--- src/rtl/hwr_pkg.sv ---
`timescale 1ns / 1ps
package hwr_pkg;

  localparam int unsigned MaxBlock   = 7;
  localparam int unsigned StoreRow   = MaxBlock + 2;
  localparam int unsigned StoreDepth = 2 * StoreRow;
  localparam int unsigned StoreAw    = $clog2(StoreDepth);

  localparam int unsigned PixW    = 8;
  localparam int unsigned CntW    = 4;
  localparam int unsigned BlockW  = 3;
  localparam int unsigned KW      = 16;
  localparam int unsigned KFracW  = 16;
  localparam int unsigned GradW   = 11;
  localparam int unsigned ProdSW  = 2 * GradW;
  localparam int unsigned SumW    = 26;
  localparam int unsigned SumXyW  = 27;
  localparam int unsigned SW      = SumW + 1;
  localparam int unsigned S2W     = 2 * SW;
  localparam int unsigned HalfW   = S2W / 2;
  localparam int unsigned PartW   = KW + HalfW;
  localparam int unsigned AbW     = 2 * SumW;
  localparam int unsigned DetW    = 2 * SumXyW;
  localparam int unsigned RespW   = 55;
  localparam int unsigned RespXW  = RespW + 1;
  localparam int unsigned PenW    = RespW;

  localparam int unsigned FifoDepth = 2;
  localparam int unsigned FifoAw    = $clog2(FifoDepth);
  localparam int unsigned FifoCntW  = $clog2(FifoDepth + 1);

  localparam int unsigned CfgIdxW  = 1;
  localparam int unsigned CfgDataW = 16;

  localparam logic [CfgIdxW-1:0] RegBlockSize = 1'b0;
  localparam logic [CfgIdxW-1:0] RegKCoef     = 1'b1;

  localparam logic [BlockW-1:0] BlockReset = 3'd7;
  localparam logic [KW-1:0]     KReset     = 16'd2621;

  // one classified pixel on its way from front to back
  typedef struct packed {
    logic [PixW-1:0] px;
    logic [CntW-1:0] col;
    logic            top_slot;
    logic            calc;
    logic            row_end;
    logic            win_end;
  } hwr_entry_t;

endpackage

--- src/rtl/hwr_front.sv ---
`timescale 1ns / 1ps
module hwr_front (
  input  logic                       clk_i,
  input  logic                       rst_ni,
  input  logic                       in_valid_i,
  output logic                       in_ready_o,
  input  logic [hwr_pkg::PixW-1:0]   pixel_i,
  input  logic [hwr_pkg::BlockW-1:0] block_size_i,
  input  logic                       full_i,
  output logic                       push_o,
  output hwr_pkg::hwr_entry_t        entry_o
);

  logic [hwr_pkg::CntW-1:0] row_q, row_d, col_q, col_d;
  logic [hwr_pkg::CntW-1:0] bs_ext, last;
  logic                     row_end, win_end;

  assign in_ready_o = !full_i;
  assign push_o     = in_valid_i && !full_i;

  // last index of a row or column, block size clamped to 1..MaxBlock
  always_comb begin
    bs_ext = hwr_pkg::CntW'(block_size_i);
    if (bs_ext == '0) begin
      last = hwr_pkg::CntW'(2);
    end else if (bs_ext > hwr_pkg::CntW'(hwr_pkg::MaxBlock)) begin
      last = hwr_pkg::CntW'(hwr_pkg::MaxBlock + 1);
    end else begin
      last = bs_ext + hwr_pkg::CntW'(1);
    end
  end

  assign row_end = (col_q >= last);
  assign win_end = row_end && (row_q >= last);

  always_comb begin
    entry_o.px       = pixel_i;
    entry_o.col      = col_q;
    entry_o.top_slot = row_q[0];
    entry_o.calc     = (row_q >= hwr_pkg::CntW'(2)) && (col_q >= hwr_pkg::CntW'(2));
    entry_o.row_end  = row_end;
    entry_o.win_end  = win_end;
  end

  always_comb begin
    row_d = row_q;
    col_d = col_q;
    if (win_end) begin
      row_d = '0;
      col_d = '0;
    end else if (row_end) begin
      row_d = row_q + hwr_pkg::CntW'(1);
      col_d = '0;
    end else begin
      col_d = col_q + hwr_pkg::CntW'(1);
    end
  end

  always_ff @(posedge clk_i or negedge rst_ni) begin
    if (!rst_ni) begin
      row_q <= '0;
      col_q <= '0;
    end else if (push_o) begin
      row_q <= row_d;
      col_q <= col_d;
    end
  end

endmodule

--- config.mk ---
export PLATFORM = sky130hd
export DESIGN_NAME = hwr_front
export DESIGN_NICKNAME = d
export VERILOG_FILES = /design/src/rtl/hwr_pkg.sv /design/src/rtl/hwr_front.sv
export SDC_FILE = /design/constraint.sdc
export NUM_CORES = 1
export LEC_CHECK = 0
export BUFFER_PORTS_ARGS = -buffer_cell sky130_fd_sc_hd__buf_2
export CAP_MARGIN = 20
export CORE_MARGIN = 1.5
export CORE_UTILIZATION = 45
export DETAILED_ROUTE_END_ITERATION = 10
export PLACE_DENSITY = 0.75
export SLEW_MARGIN = 20
export SYNTH_ARGS = -nofsm -noshare
export SYNTH_HDL_FRONTEND = slang
export SYNTH_SLANG_ARGS = --single-unit
export TNS_END_PERCENT = 1
--- constraint.sdc ---
create_clock -name clk_i -period 2.4 [get_ports clk_i]
set_clock_uncertainty 0.15 [all_clocks]
set_input_delay 0.24 -clock clk_i [delete_from_list [all_inputs] [get_ports clk_i]]
set_output_delay 0.24 -clock clk_i [all_outputs]
set_load 0.05 [all_outputs]
==> reports/metrics.cfg <==
[cells_and_area]
post_layout_nonfiller_instances = 130
areaGrowthSynthToFinish_pct = 20.7
layout-drive-gt1-share_pct = 41.9
nets = 136
fillers = 142
num_antenna_cells = 0
stdcell_area_um2 = 1010

[drt]
wire_per_inst_um = 12.0
dr.pass1.iters = 4
vias = 649
drtIter0Drc = 9
routed_wirelength_um = 1560
route.detailed.drc = 0
postRouteAntennaNets = 0
drt-vias-per-instance = 4.99

[grt]
grt_max_degree = 9
grt_pass1_wl_um = 2430
antenna_found_initial = 0
overflow = 0
grt_pass1_vias = 578
grt.total_usage_pct = 16.2

[worst_setup_path]
path_class = in -> out
r2r_cells = 6
critPathMaxStageDelay_ps = 360
arrival_ps = 1920
cp_common_cell = ha_1
cp_max_fo = 2
r2r_slack_ps = 360
worst-path-buf-inv = 3
critical-path-top-delay-family = simple AND/OR/NAND/NOR gates
critical_path.endpoint_type = primary output
critPathSlowestCell = a2111oi_4
crit-reg2reg-launch = col_q[0]$_DFFE_PN0P_
r2r-end = row_q[1]$_DFFE_PN0P_
critical_path_required_ps = 2010
crit_path_cell_trace = buf_2 > inv_1 > ha_1 > nor2b_4 > nor2_1 > ha_1 > a2111oi_4 > nor3_2 > and2_2 > buf_6
start_kind = primary input

[min_path]
hold_class = in -> async

[power_and_ir_drop]
peakVddDrop_v = 0.000820
leakage_nw = 0.500
finalPower_w = 0.00129
switchingPower_w = 0.000667
p_int_w = 0.000619
power.density_nw_per_um2 = 1280
pwr-share-seq_pct = 20.4
swShare_pct = 51.9
combPwrFrac_pct = 71.6
power_frac_clock_pct = 8.0

[logic_synthesis]
synth_compound_area_share_pct = 16.1
syn-num-nets = 115
ys_ff_latch = 8
synth_top_family_by_area = simple AND/OR/NAND/NOR gates
synth_cell_types = 27
synthesis.area_um2 = 833
syn_area_per_cell_um2 = 9.69
synth-edff-count = 0
synthMuxAreaShare_pct = 4.65
synth-main-ff-cell = dfrtp_1
yosys.area_share.simple_pct = 21.2
synth_xor_area_share_pct = 0
synthArstFlopShare_pct = 100
synth_warnings = 0
ys_seq_area_share_pct = 24.0
syn_inst = 86
synth_adder_area_share_pct = 21.0

[timing]
hold_viol_final = 0
maxSlewViolCount = 0
clock.fmax_mhz = 432
tightest_slew_ps = 370
hold_slack_ps = 196
setup_viol = 0
fin_ws_ps = 86.5
min_period_ps = 2310
period_share_pct = 96.4
timing.slew.headroom_pct = 75.2

[cts]
clock-root-buffer = clkbuf_4
clock_latency_ps = 250
h-tree-depth = 1
cts_buffers = 3
cts_tree = yes
clock-sinks = 8
cts.reportedPaths.clkPinSlew_ps = 50
clockBufferDepth = 2

[placement]
place.port_buffers = 16
place_hpwl_um = 1200
placed_cells = 124
gp_congestion = 0.750
placed_area_um2 = 922
dpl_worst_slack_ps = -60.1

[status]
status = completed

[floorplanning]
initial_core_util_pct = 48.3
io_pins = 33
die_x_um = 46.0
die_h_um = 46.0
dieArea_um2 = 2120
rows = 15
core_area_um2 = 1730

[run]
drv_cap = 0

-- metrics by stage --
stage | utilization [%] | TNS (ps)
after floorplan | - | 0
after global placement | 53.4 | 0
after detailed placement | 53.4 | -60.1
final | 58.3 | 0
after CTS | 56.3 | 0
after global routing | 58.3 | -15.8
-- how the worst max path moves through the flow --
stage	slack [ps]	cells after the start	start	endpoint
2_1_floorplan	120	10	block_size_i[0]	entry_o[0]
3_3_place_gp	2	11	block_size_i[0]	entry_o[0]
3_5_place_dp	-60	11	block_size_i[0]	entry_o[0]
4_1_cts	2	11	block_size_i[0]	entry_o[0]
5_1_grt	-20	12	block_size_i[1]	entry_o[1]
6_report	90	10	block_size_i[0]	entry_o[0]
-- cells in the mapped netlist (2+ instances only) --
| cell | n | area, um2 |
|---|---|---|
| a21oi_2 | 2 | 17.5 |
| buf_4 | 11 | 82.6 |
| dfrtp_1 | 8 | 200 |
| ha_1 | 14 | 175 |
| inv_1 | 7 | 26.3 |
| nand2_1 | 4 | 15.0 |
| nand2b_1 | 3 | 18.8 |
| nand2b_4 | 3 | 41.3 |
| nand3_1 | 2 | 10.0 |
| nor2_1 | 6 | 22.5 |
| nor3_1 | 2 | 10.0 |
| nor3_2 | 2 | 20.0 |
| nor4_1 | 2 | 12.5 |
| o21ai_0 | 4 | 20.0 |
| o21ai_1 | 2 | 10.0 |
| o2bb2ai_1 | 3 | 26.3 |
-- layer usage --
layer	vias up	track usage [%]	share of wire (%)
li1	330	-	-
met1	302	21.1	46
met2	15	25.0	49
met3	2	5.95	4.1
met4	0	4.57	0.77
met5	-	0	0
-- final cells by class --
class,count,area (um2),area share (%)
well taps,25,31.3,3.11
flip-flops and latches,8,200,19.9
multi-input cells,60,552,54.9
repair buffers,27,174,17.3
clock buffers,3,22.5,2.24
inverters,7,26.3,2.61
-- layout by cell type (no fill, tap or decap), types with 2 or more instances in the layout --
cell       synthesis  final
dfrtp_1            8      8
nand2b_1           3      3
a21oi_2            2      2
nand2_1            4      4
nand2b_4           3      3
nor2_1             6      5
buf_4             11     11
o2bb2ai_1          3      3
nor3_1             2      2
buf_2              0     14
o21ai_0            4      4
inv_1              7      7
nor4_1             2      2
ha_1              14     14
nand3_1            2      2
clkbuf_4           0      3
-- registers in the layout, indices dropped and copies added (netlist names) --
| register | count |
|---|---|
| col_q | 4 |
| row_q | 4 |
-- what timing repair did --
action                     in CTS  in global routing
gates cloned                    0                  0
resized for setup               3                  7
pin swaps                       2                  4
setup endpoints to repair       1                  2
buffers inserted                1                  1
hold buffers                    1                  0
hold endpoints to repair        8                  0
-- power groups by stage --
stage	Combinational (W)	Clock, W	Sequential [W]
3_3_place_gp	0.000836	0	0.000262
3_5_place_dp	0.000852	0	0.000263
2_1_floorplan	0.000650	0	0.000332
5_1_grt	0.000992	0.000112	0.000271
4_1_cts	0.000876	0.000105	0.000262
6_report	0.000921	0.000103	0.000263
-- logic make-up (layout without fill, tap and decap cells) --
| kind of cell | count (synthesis) | count (layout) |
|---|---|---|
| AO/OA/AOI/OAI | 15 | 15 |
| adder cells (fa/ha/maj) | 14 | 14 |
| AND/OR/NAND/NOR | 28 | 28 |
| multiplexers | 3 | 3 |
| flip-flops | 8 | 8 |
| buffers and inverters | 18 | 37 |
(Power assumes the default switching activity.)
