--- src/rtl/hwr_pkg.sv ---
`timescale 1ns / 1ps
package hwr_pkg;

  localparam int unsigned MaxBlock   = 7;
  localparam int unsigned StoreRow   = MaxBlock + 2;
  localparam int unsigned StoreDepth = 2 * StoreRow;
  localparam int unsigned StoreAw    = $clog2(StoreDepth);

  localparam int unsigned PixW    = 8;
  localparam int unsigned CntW    = 4;
  localparam int unsigned BlockW  = 3;
  localparam int unsigned KW      = 16;
  localparam int unsigned KFracW  = 16;
  localparam int unsigned GradW   = 11;
  localparam int unsigned ProdSW  = 2 * GradW;
  localparam int unsigned SumW    = 26;
  localparam int unsigned SumXyW  = 27;
  localparam int unsigned SW      = SumW + 1;
  localparam int unsigned S2W     = 2 * SW;
  localparam int unsigned HalfW   = S2W / 2;
  localparam int unsigned PartW   = KW + HalfW;
  localparam int unsigned AbW     = 2 * SumW;
  localparam int unsigned DetW    = 2 * SumXyW;
  localparam int unsigned RespW   = 55;
  localparam int unsigned RespXW  = RespW + 1;
  localparam int unsigned PenW    = RespW;

  localparam int unsigned FifoDepth = 2;
  localparam int unsigned FifoAw    = $clog2(FifoDepth);
  localparam int unsigned FifoCntW  = $clog2(FifoDepth + 1);

  localparam int unsigned CfgIdxW  = 1;
  localparam int unsigned CfgDataW = 16;

  localparam logic [CfgIdxW-1:0] RegBlockSize = 1'b0;
  localparam logic [CfgIdxW-1:0] RegKCoef     = 1'b1;

  localparam logic [BlockW-1:0] BlockReset = 3'd7;
  localparam logic [KW-1:0]     KReset     = 16'd2621;

  // one classified pixel on its way from front to back
  typedef struct packed {
    logic [PixW-1:0] px;
    logic [CntW-1:0] col;
    logic            top_slot;
    logic            calc;
    logic            row_end;
    logic            win_end;
  } hwr_entry_t;

endpackage

--- src/rtl/hwr_fifo.sv ---
`timescale 1ns / 1ps
module hwr_fifo (
  input  logic               clk_i,
  input  logic               rst_ni,
  input  logic               push_i,
  input  hwr_pkg::hwr_entry_t entry_i,
  output logic               full_o,
  input  logic               pop_i,
  output logic               empty_o,
  output hwr_pkg::hwr_entry_t entry_o
);

  hwr_pkg::hwr_entry_t slot_q [hwr_pkg::FifoDepth];
  logic [hwr_pkg::FifoAw-1:0]   wr_ptr_q, rd_ptr_q;
  logic [hwr_pkg::FifoCntW-1:0] count_q;

  assign full_o  = (count_q == hwr_pkg::FifoCntW'(hwr_pkg::FifoDepth));
  assign empty_o = (count_q == '0);
  assign entry_o = slot_q[rd_ptr_q];

  always_ff @(posedge clk_i or negedge rst_ni) begin
    if (!rst_ni) begin
      wr_ptr_q <= '0;
      rd_ptr_q <= '0;
      count_q  <= '0;
    end else begin
      if (push_i) begin
        wr_ptr_q <= (wr_ptr_q == hwr_pkg::FifoAw'(hwr_pkg::FifoDepth - 1)) ? '0
                    : wr_ptr_q + hwr_pkg::FifoAw'(1);
      end
      if (pop_i) begin
        rd_ptr_q <= (rd_ptr_q == hwr_pkg::FifoAw'(hwr_pkg::FifoDepth - 1)) ? '0
                    : rd_ptr_q + hwr_pkg::FifoAw'(1);
      end
      if (push_i && !pop_i) begin
        count_q <= count_q + hwr_pkg::FifoCntW'(1);
      end else if (pop_i && !push_i) begin
        count_q <= count_q - hwr_pkg::FifoCntW'(1);
      end
    end
  end

  always_ff @(posedge clk_i) begin
    if (push_i) begin
      slot_q[wr_ptr_q] <= entry_i;
    end
  end

endmodule

--- config.mk ---
export PLATFORM = sky130hd
export DESIGN_NAME = hwr_fifo
export DESIGN_NICKNAME = d
export VERILOG_FILES = /design/src/rtl/hwr_pkg.sv /design/src/rtl/hwr_fifo.sv
export SDC_FILE = /design/constraint.sdc
export NUM_CORES = 1
export LEC_CHECK = 0
export BUFFER_PORTS_ARGS = -buffer_cell sky130_fd_sc_hd__buf_2
export CAP_MARGIN = 0
export CORE_AREA = 8 8 65 67
export CTS_BUF_LIST = sky130_fd_sc_hd__clkbuf_8 sky130_fd_sc_hd__clkbuf_16
export DETAILED_ROUTE_END_ITERATION = 10
export DIE_AREA = 0 0 73 75
export PLACE_DENSITY = 0.68
export SLEW_MARGIN = 20
export SYNTH_ARGS = -nofsm -noshare
export SYNTH_HDL_FRONTEND = slang
export SYNTH_SLANG_ARGS = --single-unit
export TNS_END_PERCENT = 30
--- constraint.sdc ---
create_clock -name clk_i -period 1.5 [get_ports clk_i]
set_clock_uncertainty 0.05 [all_clocks]
set_input_delay 0.075 -clock clk_i [delete_from_list [all_inputs] [get_ports clk_i]]
set_output_delay 0.075 -clock clk_i [all_outputs]
set_load 0.01 [all_outputs]
==> run_results.csv <==
group,metric,value,unit
worst_setup_path,setup.worst_path.end_class,"output pin",
logic_synthesis,async_reset_ff_share,11.1,%
pwr,power.share.clock,19.0,%
detailed_routing,dr_total_vias,779,
pwr,seq_power_share,45.6,%
pwr,combinationalPowerShare,35.4,%
placement,io_buffers,37,
clock_network,cts.sinks,36,
die,initial_utilization,43.1,%
worst_setup_path,critical_path.max_stage_delay,0.39,ns
logic_synthesis,post_synth_instance_area,1390,sq um
finish,final.fill_count,259,
job,timing.max_cap.violations,0,
die,die-height,75,microns
logic_synthesis,synth-edff-count,32,
pwr,leakage,0.797,nW
logic_synthesis,ys_flop_type,"sky130_fd_sc_hd__edfxtp_1",
logic_synthesis,synth_largest_type_area_fraction,69.0,%
outcome,run_status,"finished, final reports clean",
logic_synthesis,post_synth_most_frequent_cells,"32 x sky130_fd_sc_hd__edfxtp_1, 9 x sky130_fd_sc_hd__mux2_4, 7 x sky130_fd_sc_hd__mux2_2",
grt,grt_pass1_wl,3960,microns
die,rows,21,
finish,antenna_cells_inserted,0,
detailed_routing,met1_length,963,microns
detailed_routing,drtIter0Drc,28,
worst_setup_path,worst_path_max_delay_cell,"sky130_fd_sc_hd__dfrtp_2",
pwr,internal,2.28,mW
logic_synthesis,synthTopCellsByArea,"sky130_fd_sc_hd__edfxtp_1 69%, sky130_fd_sc_hd__mux2_4 9.7%, sky130_fd_sc_hd__dfrtp_1 7.2%, sky130_fd_sc_hd__mux2_2 5.7%, sky130_fd_sc_hd__xor2_1 2.5%",
pwr,power_density_cells,1630,nW/um^2
worst_setup_path,crit_chain,"buf_12, mux2_2, buf_2",
placement,post-place-ws,0.224,ns
finish,final_area,1940,sq um
sta,slew_viol_final,0,
clock_network,cts-root-to-sink-buffers,2,
logic_synthesis,synth_area_per_cell,21.1,sq um
detailed_routing,drt-total-wl,2460,microns
worst_setup_path,path_class,"register to output pin",
pwr,power_switching_share,28.1,%
placement,post-place-cells,152,
sta,max-slew-margin-rel,81.4,%
sta,finalHoldViolCount,0,
worst_setup_path,critPathArrivalTime,1.31,ns
finish,nets,154,
sta,post-route-period-util,95.5,%
worst_setup_path,crit_path_start_kind,"register",
logic_synthesis,synth_warnings,0,
detailed_routing,drt_pass1_iterations,3,
die,fp.dieArea,5480,sq um
worst_setup_path,critical_path_peak_fanout,14,
finish,post_route_cells_drive_above_1_share,49.6,%
placement,place.gp.congestion,0.682,
logic_synthesis,yosys_register_bits,36,
sta,layout_setup_ws,0.0680,ns
clock_network,cts_buffers,5,
detailed_routing,maxUsedRoutingLayer,"met4",
clock_network,worst_setup_hold_path_clk_slew,0.06,ns
clock_network,clkLatencyLatePin,0.28,ns
grt,first_global_vias,877,
detailed_routing,post_drt_wl_per_cell,13.7,microns
logic_synthesis,postSynthCellCount,66,
sta,tightest_slew,0.278,ns
die,core_area,3230,sq um
sta,number_of_failing_setup_endpoints_in_the_final_timing_report,0,
die,die_x,73,microns
pwr,reported_net_switching_power,0.888,mW
detailed_routing,met3_length,178,microns
grt,grt_remaining_overflow,0,
die,num_io_pins,38,
clock_network,clock_tree.htree_level_count,2,
placement,dpl-instance-area,1670,sq um
clock_network,root_buffer,"sky130_fd_sc_hd__clkbuf_8",
worst_hold_path,worst_hold_path_type,"input port to async pin",
detailed_routing,detail-route-antenna-nets,0,
clock_network,tritoncts_clock_tree,"done",
sta,period_needed,1.43,ns
pwr,irDropWorstVdd,1000,uV
logic_synthesis,yosysSeqAreaShare,76.2,%
detailed_routing,remaining_drc_errors,0,
finish,area_growth,39.6,%
placement,place.detailed.hpwl,1810,microns
sta,rsz0062_at_grt,"false",
grt,global_route_usage_over_all_layers,10.1,%
grt,grt_antenna_before_repair,0,
logic_synthesis,synthMostInstantiatedCell,"sky130_fd_sc_hd__edfxtp_1",
finish,final-instance-count-excl-fill,179,
grt,grt_start_max_net_pins,15,
detailed_routing,routed_via_density,4.35,
worst_setup_path,worst-endpoint-required,1.37,ns
logic_synthesis,synth_top_cell_by_area,"sky130_fd_sc_hd__edfxtp_1",
detailed_routing,met2_wirelength,1270,microns
logic_synthesis,synthDistinctLibCells,13,
logic_synthesis,postSynthNetCount,87,
sta,max_freq,698,MHz
sta,totalNegativeSetupSlack,0,ns
==> final cells by class <==
type                       count  area (sq um)  share of cell area [%]
sequential                    36          1060                    54.6
clock inverter                 2          7.51                   0.386
inverter                       1          3.75                   0.193
clock buffer                   5          68.8                    3.54
multi-input combinational     27           299                    15.4
tap                           46          57.6                    2.96
timing repair buffer          62           445                    22.9
==> power groups by stage <==
| stage | Clock (mW) | Combinational [mW] | Sequential [mW] |
|---|---|---|---|
| after floorplan | 0 | 0.735 | 1.43 |
| after global placement | 0 | 1.05 | 1.46 |
| after detailed placement | 0 | 1.07 | 1.48 |
| after CTS | 0.629 | 1.15 | 1.45 |
| after global routing | 0.673 | 1.21 | 1.47 |
| final | 0.602 | 1.12 | 1.44 |
==> flip-flops by register name (all words and copies together), names as in the netlist <==
register	count
slot_q	32
rd_ptr_q	1
wr_ptr_q	1
count_q	2
==> through the flow <==
| stage | utilization, % | hold slack [ns] | total power [mW] |
|---|---|---|---|
| floorplan | - | -0.271 | 2.17 |
| global placement | 51.6 | -0.162 | 2.52 |
| detailed placement | 51.6 | -0.163 | 2.56 |
| CTS | 60.2 | 0.0644 | 3.23 |
| global route | 60.2 | 0.0688 | 3.34 |
| finish | 60.2 | 0.0741 | 3.17 |
==> path summary, 6_finish.rpt <==
check	end	slack, ns	cells after the start	start
setup / recovery	entry_o[4]	0.07	3	rd_ptr_q
hold / removal	count_q[1]	0.07	2	rst_ni
setup reg to reg	slot_q[0][15]	0.29	2	wr_ptr_q
hold reg to reg	count_q[1]	0.45	1	count_q[1]
max in group asynchronous	rd_ptr_q	1.19	2	rst_ni
min in group clk_i	count_q[1]	0.45	1	count_q[1]
==> worst max-delay path: cells and delay by family, from the launching register on <==
family,cells,cell delay [ns]
multiplexers,1,0.34
buffers and inverters,2,0.30
flip-flops,1,0.39
==> kinds of logic (layout without fill, tap and decap cells) <==
family | after synthesis | after routing | share of synthesized area (%)
flops | 36 | 36 | 76.2
fa+ha+maj | 1 | 1 | 0.898
xor+xnor | 5 | 5 | 3.14
simple gates | 5 | 5 | 1.89
mux | 16 | 16 | 15.4
buf+inv | 3 | 70 | 2.52
==> layout by cell type (no fill, tap or decap) <==
master | synthesis | layout
sky130_fd_sc_hd__dlygate4sd3_1 | 0 | 19
sky130_fd_sc_hd__and2_1 | 1 | 1
sky130_fd_sc_hd__buf_12 | 1 | 2
sky130_fd_sc_hd__nor2_1 | 2 | 2
sky130_fd_sc_hd__dfrtp_1 | 4 | 3
sky130_fd_sc_hd__nor2b_2 | 0 | 1
sky130_fd_sc_hd__xor2_1 | 4 | 4
sky130_fd_sc_hd__xnor2_1 | 1 | 1
sky130_fd_sc_hd__clkinv_1 | 0 | 2
sky130_fd_sc_hd__ha_1 | 1 | 1
sky130_fd_sc_hd__clkbuf_8 | 0 | 5
sky130_fd_sc_hd__nor2b_1 | 2 | 1
sky130_fd_sc_hd__dfrtp_2 | 0 | 1
sky130_fd_sc_hd__edfxtp_1 | 32 | 32
sky130_fd_sc_hd__buf_4 | 0 | 4
sky130_fd_sc_hd__buf_2 | 0 | 37
sky130_fd_sc_hd__mux2_4 | 9 | 9
sky130_fd_sc_hd__inv_1 | 1 | 1
sky130_fd_sc_hd__mux2_2 | 7 | 7
==> metal layers <==
layer,vias to the layer above,GRT usage (%)
met1,370,9.77
met2,26,17.0
met5,-,0
met4,0,5.33
li1,377,-
met3,6,5.46
==> what timing repair did <==
action,CTS,global route
setup endpoints to repair,14,0
hold endpoints to repair,38,0
resized for setup,1,0
buffers inserted,1,0
hold buffers,19,0
Power figures use the tool's default switching activity.
